$ cat src/rtl/prwg_pkg.sv
package prwg_pkg;

  localparam int CFG_IDX_W = 2;

  localparam logic [CFG_IDX_W-1:0] CFG_START_DELAY   = 2'd0;
  localparam logic [CFG_IDX_W-1:0] CFG_REPEAT_PERIOD = 2'd1;
  localparam logic [CFG_IDX_W-1:0] CFG_STOP_TIME     = 2'd2;
  localparam logic [CFG_IDX_W-1:0] CFG_POINT_COUNT   = 2'd3;

  localparam int COUNT_W     = 4;
  localparam int INDEX_W     = 3;
  localparam int COUNT_RESET = 2;
  localparam int PERIOD_RESET = 1000;

  localparam logic ACT_TICK = 1'b0;
  localparam logic ACT_LOAD = 1'b1;

  typedef enum logic [3:0] {
    S_IDLE,
    S_T0,
    S_TN,
    S_CHK,
    S_SEG1,
    S_OFF,
    S_SETUP,
    S_DBL,
    S_ADD,
    S_FIN,
    S_DONE
  } state_t;

  typedef enum logic [1:0] {
    RD_FIRST,
    RD_LAST,
    RD_SEG,
    RD_NEXT
  } rd_sel_t;

  typedef struct packed {
    logic    cap_tick;
    logic    mem_wr;
    rd_sel_t rd_sel;
    logic    cap_first;
    logic    cap_span;
    logic    cap_e0;
    logic    wrap;
    logic    cap_seg1;
    logic    cap_off;
    logic    setup;
    logic    div_dbl;
    logic    div_add;
    logic    res_clr;
    logic    res_calc;
    logic    out_load;
  } ctrl_cmd_t;

  typedef struct packed {
    logic past_stop;
    logic at_end;
    logic in_seg;
    logic dur_zero;
    logic div_last;
    logic out_free;
  } ctrl_sts_t;

endpackage

$ cat src/rtl/periodic_ramp_waveform_generator_core.sv
// Channel   Direction  Beat contents
// in_       input      action, point_index, point_time, point_level
// out_      output     level, active
// cfg_      input      index, wdata (write only)
//
// A load beat writes the RAM; a tick beat steps S_T0, S_TN, S_CHK and, in a ramp
// segment, S_SEG1, S_OFF, S_SETUP, S_DBL/S_ADD pairs (none on a zero-length one)
// and S_FIN; the divide gives one level bit per pair. Breakpoints sit in one RAM,
// read via a register. Reset is synchronous, active low; the RAM is not cleared.
// in_stall is high while a beat is in work; the out_ register holds one finished
// beat while the next input beat is taken, and a stalled full one adds its wait.
module periodic_ramp_waveform_generator_core #(
  parameter int MAX_POINTS = 8,
  parameter int TIME_BITS  = 32,
  parameter int LEVEL_BITS = 16
) (
  input  logic                           clk,
  input  logic                           rst_n,
  input  logic                           in_valid,
  output logic                           in_stall,
  input  logic                           in_action,
  input  logic [prwg_pkg::INDEX_W-1:0]   in_point_index,
  input  logic [TIME_BITS-1:0]           in_point_time,
  input  logic signed [LEVEL_BITS-1:0]   in_point_level,
  output logic                           out_valid,
  input  logic                           out_stall,
  output logic signed [LEVEL_BITS-1:0]   out_level,
  output logic                           out_active,
  input  logic                           cfg_we,
  input  logic [prwg_pkg::CFG_IDX_W-1:0] cfg_index,
  input  logic [TIME_BITS-1:0]           cfg_wdata
);
  import prwg_pkg::*;

  ctrl_cmd_t cmd;
  ctrl_sts_t sts;

  prwg_ctrl u_ctrl (
    .clk       (clk),
    .rst_n     (rst_n),
    .in_valid  (in_valid),
    .in_action (in_action),
    .in_stall  (in_stall),
    .sts       (sts),
    .cmd       (cmd)
  );

  prwg_dp #(
    .MAX_POINTS (MAX_POINTS),
    .TIME_BITS  (TIME_BITS),
    .LEVEL_BITS (LEVEL_BITS)
  ) u_dp (
    .clk            (clk),
    .rst_n          (rst_n),
    .cmd            (cmd),
    .sts            (sts),
    .in_point_index (in_point_index),
    .in_point_time  (in_point_time),
    .in_point_level (in_point_level),
    .cfg_we         (cfg_we),
    .cfg_index      (cfg_index),
    .cfg_wdata      (cfg_wdata),
    .out_valid      (out_valid),
    .out_stall      (out_stall),
    .out_level      (out_level),
    .out_active     (out_active)
  );

endmodule

$ cat src/rtl/prwg_ctrl.sv
module prwg_ctrl (
  input  logic                 clk,
  input  logic                 rst_n,
  input  logic                 in_valid,
  input  logic                 in_action,
  output logic                 in_stall,
  input  prwg_pkg::ctrl_sts_t  sts,
  output prwg_pkg::ctrl_cmd_t  cmd
);
  import prwg_pkg::*;

  state_t state_r;
  state_t state_nxt;

  always_ff @(posedge clk) begin
    if (!rst_n) begin
      state_r <= S_IDLE;
    end else begin
      state_r <= state_nxt;
    end
  end

  always_comb begin
    state_nxt = state_r;
    case (state_r)
      S_IDLE: begin
        if (in_valid) begin
          state_nxt = (in_action == ACT_LOAD) ? S_DONE : S_T0;
        end
      end
      S_T0:  state_nxt = S_TN;
      S_TN:  state_nxt = S_CHK;
      S_CHK: begin
        if (sts.past_stop || sts.at_end || !sts.in_seg) begin
          state_nxt = S_DONE;
        end else begin
          state_nxt = S_SEG1;
        end
      end
      S_SEG1:  state_nxt = S_OFF;
      S_OFF:   state_nxt = S_SETUP;
      S_SETUP: state_nxt = sts.dur_zero ? S_FIN : S_DBL;
      S_DBL:   state_nxt = S_ADD;
      S_ADD:   state_nxt = sts.div_last ? S_FIN : S_DBL;
      S_FIN:   state_nxt = S_DONE;
      S_DONE: begin
        if (sts.out_free) begin
          state_nxt = S_IDLE;
        end
      end
      default: state_nxt = S_IDLE;
    endcase
  end

  always_comb begin
    cmd      = '0;
    cmd.rd_sel = RD_FIRST;
    in_stall = (state_r != S_IDLE);
    case (state_r)
      S_IDLE: begin
        if (in_valid) begin
          if (in_action == ACT_LOAD) begin
            cmd.mem_wr  = 1'b1;
            cmd.res_clr = 1'b1;
          end else begin
            cmd.cap_tick = 1'b1;
          end
        end
      end
      S_T0: begin
        cmd.cap_first = 1'b1;
        cmd.rd_sel    = RD_LAST;
      end
      S_TN: begin
        cmd.cap_span = 1'b1;
        cmd.rd_sel   = RD_SEG;
      end
      S_CHK: begin
        cmd.cap_e0 = 1'b1;
        cmd.rd_sel = RD_NEXT;
        if (sts.past_stop) begin
          cmd.res_clr = 1'b1;
        end else if (sts.at_end) begin
          cmd.wrap    = 1'b1;
          cmd.res_clr = 1'b1;
        end else if (!sts.in_seg) begin
          cmd.res_clr = 1'b1;
        end
      end
      S_SEG1:  cmd.cap_seg1 = 1'b1;
      S_OFF:   cmd.cap_off  = 1'b1;
      S_SETUP: cmd.setup    = 1'b1;
      S_DBL:   cmd.div_dbl  = 1'b1;
      S_ADD:   cmd.div_add  = 1'b1;
      S_FIN:   cmd.res_calc = 1'b1;
      S_DONE:  cmd.out_load = sts.out_free;
      default: cmd = '0;
    endcase
  end

endmodule

$ cat src/rtl/prwg_dp.sv
module prwg_dp #(
  parameter int MAX_POINTS = 8,
  parameter int TIME_BITS  = 32,
  parameter int LEVEL_BITS = 16
) (
  input  logic                           clk,
  input  logic                           rst_n,
  input  prwg_pkg::ctrl_cmd_t            cmd,
  output prwg_pkg::ctrl_sts_t            sts,
  input  logic [prwg_pkg::INDEX_W-1:0]   in_point_index,
  input  logic [TIME_BITS-1:0]           in_point_time,
  input  logic signed [LEVEL_BITS-1:0]   in_point_level,
  input  logic                           cfg_we,
  input  logic [prwg_pkg::CFG_IDX_W-1:0] cfg_index,
  input  logic [TIME_BITS-1:0]           cfg_wdata,
  output logic                           out_valid,
  input  logic                           out_stall,
  output logic signed [LEVEL_BITS-1:0]   out_level,
  output logic                           out_active
);
  import prwg_pkg::*;

  localparam int TW = TIME_BITS;
  localparam int LW = LEVEL_BITS;
  localparam int PW = $clog2(MAX_POINTS);
  localparam int CW = $clog2(LEVEL_BITS);

  logic [TW+LW-1:0] mem [MAX_POINTS];
  logic [TW+LW-1:0] rd_q;
  logic [PW-1:0]    rd_addr;
  logic [PW-1:0]    wr_addr;
  logic             wr_ok;

  logic [TW-1:0]      period_r;
  logic [TW-1:0]      stop_r;
  logic [COUNT_W-1:0] pc_r;

  logic [TW-1:0] tick_r;
  logic [TW-1:0] t_r;
  logic [TW-1:0] ps_r;
  logic [PW-1:0] seg_r;

  logic [TW-1:0]        tfirst_r;
  logic [TW-1:0]        span_r;
  logic [TW-1:0]        t0_r;
  logic signed [LW-1:0] l0_r;
  logic [TW-1:0]        dur_r;
  logic [TW-1:0]        segstart_r;
  logic [TW-1:0]        segend_r;
  logic [LW-1:0]        diff_r;
  logic                 neg_r;
  logic [TW-1:0]        off_r;

  logic [TW-1:0] rem_r;
  logic [LW-1:0] q_r;
  logic [LW-1:0] a_r;
  logic [CW-1:0] cnt_r;

  logic signed [LW-1:0] res_level_r;
  logic                 res_active_r;
  logic                 out_valid_r;
  logic signed [LW-1:0] out_level_r;
  logic                 out_active_r;

  logic [31:0]          pc32;
  logic [PW-1:0]        last;
  logic [TW-1:0]        rd_time;
  logic signed [LW-1:0] rd_level;
  logic [TW-1:0]        pend;
  logic signed [LW:0]   dl;
  logic [LW:0]          dl_mag;
  logic [TW:0]          dbl_sum;
  logic [TW:0]          add_sum;
  logic [TW:0]          dur_x;
  logic [TW-1:0]        t_inc;
  logic signed [LW:0]   fin_sum;

  assign rd_time  = rd_q[TW+LW-1:LW];
  assign rd_level = rd_q[LW-1:0];
  assign pc32     = 32'(pc_r);

  always_comb begin
    if (pc32 < 32'd2) begin
      last = PW'(1);
    end else if (pc32 > 32'(MAX_POINTS)) begin
      last = PW'(MAX_POINTS - 1);
    end else begin
      last = PW'(pc32 - 32'd1);
    end
  end

  always_comb begin
    case (cmd.rd_sel)
      RD_FIRST: rd_addr = '0;
      RD_LAST:  rd_addr = last;
      RD_SEG:   rd_addr = seg_r;
      RD_NEXT:  rd_addr = seg_r + PW'(1);
      default:  rd_addr = '0;
    endcase
  end

  assign wr_addr = PW'(in_point_index);
  assign wr_ok   = (32'(in_point_index) < 32'(MAX_POINTS));

  always_ff @(posedge clk) begin
    if (cmd.mem_wr && wr_ok) begin
      mem[wr_addr] <= {in_point_time, in_point_level};
    end
    rd_q <= mem[rd_addr];
  end

  assign pend    = ps_r + span_r;
  assign dur_x   = {1'b0, dur_r};
  assign dbl_sum = {rem_r, 1'b0};
  assign add_sum = {1'b0, rem_r} + {1'b0, off_r};
  assign t_inc   = t_r + TW'(1);
  assign dl      = {rd_level[LW-1], rd_level} - {l0_r[LW-1], l0_r};
  assign dl_mag  = dl[LW] ? (LW+1)'(-dl) : dl;
  assign fin_sum = neg_r ? ({l0_r[LW-1], l0_r} - {1'b0, q_r})
                         : ({l0_r[LW-1], l0_r} + {1'b0, q_r});

  always_comb begin
    sts.past_stop = (t_r > stop_r);
    sts.at_end    = (t_r >= pend);
    sts.in_seg    = (t_r >= ps_r) && (seg_r < last);
    sts.dur_zero  = (dur_r == '0);
    sts.div_last  = (cnt_r == '0);
    sts.out_free  = !out_valid_r || !out_stall;
  end

  // config registers and pattern position
  always_ff @(posedge clk) begin
    if (!rst_n) begin
      period_r      <= TW'(PERIOD_RESET);
      stop_r        <= '0;
      pc_r          <= COUNT_W'(COUNT_RESET);
      tick_r        <= '0;
      ps_r          <= '0;
      seg_r         <= '0;
    end else begin
      if (cfg_we) begin
        case (cfg_index)
          CFG_START_DELAY: begin
            ps_r          <= cfg_wdata;
            seg_r         <= '0;
          end
          CFG_REPEAT_PERIOD: period_r <= cfg_wdata;
          CFG_STOP_TIME:     stop_r   <= cfg_wdata;
          CFG_POINT_COUNT:   pc_r     <= cfg_wdata[COUNT_W-1:0];
          default:           pc_r     <= pc_r;
        endcase
      end
      if (cmd.cap_tick) begin
        tick_r <= tick_r + TW'(1);
      end
      if (cmd.wrap) begin
        ps_r  <= ps_r + period_r;
        seg_r <= '0;
      end
      if (cmd.setup && (t_inc >= segend_r)) begin
        seg_r <= seg_r + PW'(1);
      end
    end
  end

  always_ff @(posedge clk) begin
    if (cmd.cap_tick) begin
      t_r <= tick_r;
    end
    if (cmd.cap_first) begin
      tfirst_r <= rd_time;
    end
    if (cmd.cap_span) begin
      span_r <= rd_time - tfirst_r;
    end
    if (cmd.cap_e0) begin
      t0_r <= rd_time;
      l0_r <= rd_level;
    end
    if (cmd.cap_seg1) begin
      dur_r      <= rd_time - t0_r;
      segstart_r <= ps_r + t0_r;
      segend_r   <= ps_r + rd_time;
      neg_r      <= dl[LW];
      diff_r     <= dl_mag[LW-1:0];
    end
    if (cmd.cap_off) begin
      off_r <= (t_r >= segstart_r) ? (t_r - segstart_r) : '0;
    end
    if (cmd.setup) begin
      if (off_r > dur_r) begin
        off_r <= dur_r;
      end
      rem_r <= '0;
      q_r   <= '0;
      a_r   <= diff_r;
      cnt_r <= CW'(LW - 1);
    end
    // q = floor(diff * off / dur), one diff bit per double/add pair
    if (cmd.div_dbl) begin
      if (dbl_sum >= dur_x) begin
        rem_r <= TW'(dbl_sum - dur_x);
        q_r   <= {q_r[LW-2:0], 1'b1};
      end else begin
        rem_r <= dbl_sum[TW-1:0];
        q_r   <= {q_r[LW-2:0], 1'b0};
      end
    end
    if (cmd.div_add) begin
      if (a_r[LW-1]) begin
        if (add_sum >= dur_x) begin
          rem_r <= TW'(add_sum - dur_x);
          q_r   <= q_r + LW'(1);
        end else begin
          rem_r <= add_sum[TW-1:0];
        end
      end
      a_r   <= {a_r[LW-2:0], 1'b0};
      cnt_r <= cnt_r - CW'(1);
    end
    if (cmd.res_clr) begin
      res_level_r  <= '0;
      res_active_r <= 1'b0;
    end
    if (cmd.res_calc) begin
      res_level_r  <= fin_sum[LW-1:0];
      res_active_r <= 1'b1;
    end
  end

  always_ff @(posedge clk) begin
    if (!rst_n) begin
      out_valid_r <= 1'b0;
    end else if (cmd.out_load) begin
      out_valid_r <= 1'b1;
    end else if (!out_stall) begin
      out_valid_r <= 1'b0;
    end
  end

  always_ff @(posedge clk) begin
    if (cmd.out_load) begin
      out_level_r  <= res_level_r;
      out_active_r <= res_active_r;
    end
  end

  assign out_valid  = out_valid_r;
  assign out_level  = out_level_r;
  assign out_active = out_active_r;

endmodule
$ cat config.mk
export PLATFORM = sky130hd
export DESIGN_NAME = periodic_ramp_waveform_generator_core
export DESIGN_NICKNAME = d
export VERILOG_FILES = /design/src/rtl/prwg_pkg.sv /design/src/rtl/periodic_ramp_waveform_generator_core.sv /design/src/rtl/prwg_ctrl.sv /design/src/rtl/prwg_dp.sv
export SDC_FILE = /design/constraint.sdc
export NUM_CORES = 2
export LEC_CHECK = 0
export ABC_AREA = 1
export BUFFER_PORTS_ARGS = -buffer_cell sky130_fd_sc_hd__buf_2
export CAP_MARGIN = 20
export CORE_MARGIN = 4
export CORE_UTILIZATION = 55
export DETAILED_ROUTE_END_ITERATION = 7
export HOLD_SLACK_MARGIN = 0.03
export PLACE_DENSITY = 0.79
export SYNTH_ARGS = -nofsm -noshare
export SYNTH_HDL_FRONTEND = slang
export SYNTH_SLANG_ARGS = --single-unit
$ cat constraint.sdc
create_clock -name clk -period 5.6 [get_ports clk]
set_clock_uncertainty 0.2 [all_clocks]
set_input_delay 0.56 -clock clk [delete_from_list [all_inputs] [get_ports clk]]
set_output_delay 0.56 -clock clk [all_outputs]
set_load 0.01 [all_outputs]
== After elaboration in Yosys (flattened, before gate mapping) ==
Memory sizes are Yosys's and may differ from the RTL's. A register that Yosys moved wholly into a read port is not among the register bits.
Cells that the tools add are included.

* $add $sub $neg: 20
* Magnitude comparators: 11
* Equality and inequality tests: 19
* Multiplexer cells: 67
* Reduce and logical (&&, ||, !) cells: 26

{| class="wikitable"
|+ Operators with widths
! kind !! number
|-
| $mux W32 || 13
|-
| $mux W16 || 11
|-
| $sub A32 B32 Y32 || 5
|-
| $add A32 B32 Y32 || 4
|-
| $ge A32 B32 Y1 || 4
|-
| $ge A33 B32 Y1 || 2
|-
| $add A32 B1 Y32 const B || 2
|-
| $gt A32 B32 Y1 || 2
|-
| $pmux W4 S11 || 1
|-
| $add A32 B32 Y33 || 1
|-
| $logic_not A32 Y1 || 1
|-
| $mux W4 || 8
|-
| $mux W1 || 22
|-
| $mux W3 || 6
|-
| $sub A16 B16 Y17 || 1
|-
| $add A16 B1 Y16 const B || 1
|-
| $add A16 B16 Y16 || 1
|-
| $eq A4 B3 Y1 const B || 4
|-
| $neg A16 Y16 || 1
|-
| $sub A16 B16 Y16 || 1
|-
| $eq A4 B4 Y1 const B || 3
|-
| $pmux W3 S4 || 1
|-
| $reduce_and A2 Y1 || 6
|-
| $eq A2 B2 Y1 const B || 4
|-
| other kinds (22) || 38
|}

* Register bits: 531
* RAM bits: 384
* Bits of input ports: 91
* Memories kept: 1

{| class="wikitable"
|+ Memories
! name !! depth !! bits a word !! rd ports !! clocked after memory_dff !! wr ports !! line !! RTL
|-
| u_dp.mem || 8 || 48 || 1 || 1 || 1 || prwg_dp.sv:28 || <nowiki>logic [TW+LW-1:0] mem [MAX_POINTS];</nowiki>
|}

== Depth between registers and ports, before layout ==
* Word-level depth: 11
* Depth in mapped cells: 29

== Hierarchy ==
A second synthesis with hierarchy kept.

* Cells, all modules: 8053
* Area total of the unflattened synthesis: 63772.4 um^2

{| class="wikitable"
|+ By module, submodules not included
! module !! instances !! cells an instance !! area each (um^2) !! sequential area each (um^2)
|-
| prwg_dp || 1 || 7970 || 63329.5 || 26135.1
|-
| prwg_ctrl || 1 || 83 || 442.9 || 80.1
|}

== Worst setup path after synthesis ==
OpenSTA, ideal clock, no wires.

* Path type: reg-to-reg
* Start: reg u_ctrl.state_r[2]
* End: reg u_dp.diff_r[0] (enable)
* Library setup time: 588 ps
* Arrival time: 5355 ps
* Required time: 4812 ps
* Setup slack: -543 ps
* Cell stages (with the launch flop): 5
* Buffers on the path: 0
* Cell sequence: dfxtp_1 -> inv_1 -> nor2_1 -> inv_1 -> nor2_1

* Longest elaborated chain between the ends: 2

{| class="wikitable"
|+ RTL lines
! element !! line !! RTL
|-
| start, declared || prwg_ctrl.sv:12 || <nowiki>state_t state_r;</nowiki>
|-
| start signal, assigned || prwg_ctrl.sv:19 || <nowiki>state_r <= state_nxt;</nowiki>
|-
| $eq A4 B3 Y1 || prwg_ctrl.sv:59 || <nowiki>case (state_r)</nowiki>
|-
| $mux W1 || prwg_ctrl.sv:59 ||
|-
| end signal, assigned || prwg_dp.sv:185 || <nowiki>diff_r <= dl_mag[LW-1:0];</nowiki>
|-
| end, declared || prwg_dp.sv:50 || <nowiki>logic [LW-1:0] diff_r;</nowiki>
|}

No other way between the ends.
A chain may end at the register's enable or synchronous reset.

== Worst setup path after layout ==
* Start: reg u_dp.t_r[14]
* End: reg u_dp.seg_r[1]

* Longest elaborated chain between the ends: 6
* Elaborated cells between the ends (all ways): 13
* Classes of those cells: add/sub (1); order compare (3); mux (5); reduce/logical (4)

{| class="wikitable"
|+ RTL lines
! element !! line !! RTL
|-
| start, declared || prwg_dp.sv:39 || <nowiki>logic [TW-1:0] t_r;</nowiki>
|-
| start signal, assigned || prwg_dp.sv:168 || <nowiki>t_r <= tick_r;</nowiki>
|-
| branches (longest 6 deep; another with $add A32 B1 Y32) || - ||
|-
| end signal, assigned || prwg_dp.sv:161 || <nowiki>seg_r <= seg_r + PW'(1);</nowiki>
|-
| end, declared || prwg_dp.sv:41 || <nowiki>logic [PW-1:0] seg_r;</nowiki>
|}

Several ways; the timed one is not identified.

==> metrics.md <==
| Metric | Value |
|---|---|
| Outcome | finished clean |
| RSZ-0062 raised after global routing | false |
| Commonest non-fill, non-tap cell in the layout | nand2_1 |
| Arr. time, crit path | 5850 ps |
| Sw frac | between 40% and 50% |
| Hold Path Class | primary input to register |
| Initial Util | between 50% and 60% |
| TritonCTS buffer count | 102 |
| CP delay by family, top | simple AND/OR/NAND/NOR gates |
| CP Buf/Inv Count | 4 |
| Die extent in y | approximately 340 um |
| Power per Cell Area | about 550 nW/um2 |
| TritonRoute pass-1 iters | 6 |
| Flops & latches, synth | 963 |
| Post-synth ARST share | 0% |
| Synth Flop Type | edfxtp_1 |
| Die ar. | 116000 um2 |
| Antenna viol nets, final | 0 |
| Clock group share of total power | 18.9% |
| Synth top area cells | edfxtp_1 34%, ha_1 11%, nand2_1 9.4% |
| DR iter-0 viols | ~6200 |
| Yosys warns | 0 |
| Hpwl dp | between 150 and 200 mm |
| Worst-margin pin slew | 1100 ps |
| Nets | between 8000 and 9000 |
| I/O Buffers | ~110 |
| Comb power frac | 52.5% |
| CTS H-tree lvls | 3 |
| Root Driver | clkbuf_16 |
| Sequential power share | approximately 29% |
| Initial antenna violation count | 18 |
| Slowest stage cell, crit path | edfxtp_1 |
| Placed cell count | a little under 9000 |
| Vias | roughly 54000 |
| Top reg by flops | u_dp.mem |
| Setup Viol. Count Final | 0 |
| Crit path kind | register to register |
| Biggest regs | u_dp.mem: 384 flops, u_dp.rd_q: 48 flops |
| Synthesis-to-finish area growth | 11.5% |
| Netlist cell types | 58 |
| Number of flip-flops in the largest register | between 300 and 400 |
| Post-synth EDFFs | 693 |
| Ports | 110 |
| Global placement routability congestion | between 1 and 1.5 |
| Reg clk slew, reported paths | about 60 ps |
| Largest net degree at the start of global routing | roughly 190 |
| Deepest clock path buffer count | 3 |
| Post-cts gate resize count | 0 |
| Hold_sp | cfg_wdata[0] |
| Synthesized cell area | between 60000 and 70000 um2 |
| Met1 usage | a little under half |
| Post-synthesis cell count | between 7000 and 8000 |
| CP endpoint kind | register |
| TNS Setup | 0 ps |
| Most frequent cells in the layout | 1529 x nand2_1, 869 x inv_1, 771 x nor2_1 |
| Slew Limit Fails | 0 |
| Hold WS | 69.4 ps |
| Vias in the first global route | between 50000 and 60000 |
| Share of cells above drive strength 1 | ~7% |
| Largest stage delay, worst path | 510 ps |
| Startpoint types | register |
| Avg Inst Size Synth | roughly 8.3 um2 |
| Fmax | ~0.18 GHz |
| Maximum vdd drop | around 0.0004 V |
| Total wire length | about 200 mm |
| Area leader, netlist | edfxtp_1 |
| Int Power | a little under 20 mW |
| Req. time, crit path | between 6000 and 7000 ps |
| Vias/cell | roughly 5.9 |
| Global-route wire length before repair | ~300 mm |
| # DRC | 0 |
| Final period util | roughly 97% |
| Busiest layer in global routing | met2 |
| Share of Yosys cell area claimed by the top area cell type | approximately 34% |
| GR Layer Usage met3 | 7.80% |
| CTS sink count | 963 |
| Clock insertion delay at the later pin of the skew report | between 700 and 800 ps |
| Min Tclk post-route | 5430 ps |
| Reg-to-reg startpoint | u_dp.t_r[14] |
| Met2 usage | a little over half |
| Number of hold violations in the final report | 0 |
| Row count | ~120 |
| Crit-path cells | nand2_1 -> inv_1 -> nand3_1 -> nor4_1 -> buf_2 -> nand4_1 -> nor2_1 -> nand3_1 -> nor2_1 -> xnor2_1 -> inv_1 -> ha_1 -> nand2_1 -> o21ai_0 -> a21oi_1 -> o21a_1 -> nand3_1 -> nand2_1 -> inv_1 -> nor2_1 -> nand2_1 -> a21oi_1 |
| Finished Layout Cells | 9180 |
| Post-detailed-route wirelength per cell | between 20 and 25 um |
| Overflow after GRT | 0 |
| TritonCTS clock tree | built |
| Die Width | roughly 340 um |
| Max Cap Viol | 0 |
| Post-Syn Nets | between 7000 and 8000 |
| Register area share after synthesis | between 40 and 50% |
| Relative slew slack | 26.6% |
| CP Max Fanout | 4 |
| Psw | 17.9 mW |
| Fillers | around 9500 |
| Critical Path Start | u_dp.t_r[14] |
| Most frequent CP cell | nand2_1 |
| Fin util | about 62% |
| Core area | 111000 um2 |
| Leak | 30.1 nW |
| Global Route Usage Sum | about a third |
-- per-stage QoR --
stage	power [mW]	setup WS (ps)	cell area (um2)
6_report	37.7	174	68100
2_1_floorplan	23.9	452	61100
4_1_cts	37.2	561	68000
5_1_grt	40.1	57.5	68100
3_5_place_dp	30.0	631	63600
3_3_place_gp	29.8	204	63600
-- repair_timing --
action                    CTS  global route
hold endpoints to repair  445             0
buffers inserted            0             0
hold buffers               77             0
-- layout make-up --
type | count | area [um2] | area share [%]
Multi-Input combinational cell | 5355 | 30900 | 45.3
Sequential cell | 963 | 26200 | 38.5
Inverter | 895 | 3370 | 4.94
Clock buffer | 127 | 2780 | 4.08
Timing Repair Buffer | 281 | 2210 | 3.24
Tap cell | 1488 | 1860 | 2.73
Clock inverter | 66 | 792 | 1.16
Antenna cell | 5 | 12.5 | 0.0184
-- power groups by stage --
stage	clock [mW]	sequential, mW	combinational (mW)
CTS	7.16	10.7	19.3
detailed placement	0	10.8	19.1
global placement	0	10.8	19.0
global route	7.50	10.8	21.8
finish	7.14	10.8	19.8
floorplan	0	9.97	14.0
-- cells by family after synthesis --
kind of cell,count (synthesis),share of synthesized area (%)
buf+inv,1053,6.71
flops,963,42.9
xor+xnor,345,4.95
compound gates,1491,13.9
simple gates,2992,20.6
fa+ha+maj,527,10.9
-- path summary, 6_finish.rpt --
| path | endpoint | slack (ps) | depth (start not counted) |
|---|---|---|---|
| hold / removal | u_dp.period_r[0] | 70 | 3 |
| setup / recovery | u_dp.seg_r[1] | 170 | 22 |
| setup reg to reg | u_dp.seg_r[1] | 170 | 22 |
| hold reg to reg | u_dp.out_level[2] | 220 | 0 |
-- cells in the mapped netlist, drive strengths merged, types with 2 or more instances --
cell,instances
and3,2
buf,74
fa,12
nand3,295
a31oi,65
o22ai,12
nor2,798
o221a,2
nor3,162
or2,61
xnor2,125
clkinv,4
nor4,36
clkbuf,84
o211a,2
o21bai,88
inv,891
ha,515
dfxtp,270
o31ai,6
o21ai,463
o21a,28
a21oi,603
o211ai,76
a21o,52
nand2,1546
edfxtp,693
nand3b,25
a21boi,33
xor2,220
a221oi,5
nand4,66
a211oi,52
-- per-layer routing --
layer / up-vias / part of all wire (%)
met3: 540 / 11
li1: 25500 / -
met2: 2741 / 43
met5: - / 0.028
met4: 8 / 5.6
met1: 25300 / 40
-- worst reg2reg max path, stage by stage (launching register included) --
cell and delay, ps:
edfxtp_1 510, nand2_1 80, inv_1 350, nand3_1 480, nor4_1 490, buf_2 300
nand4_1 130, nor2_1 340, nand3_1 170, nor2_1 180, xnor2_1 140, inv_1 70
ha_1 270, nand2_1 90, o21ai_0 110, a21oi_1 150, o21a_1 130, nand3_1 260
nand2_1 140, inv_1 150, nor2_1 330, nand2_1 100, a21oi_1 130
No activity file was read; power rests on OpenSTA's default activity.
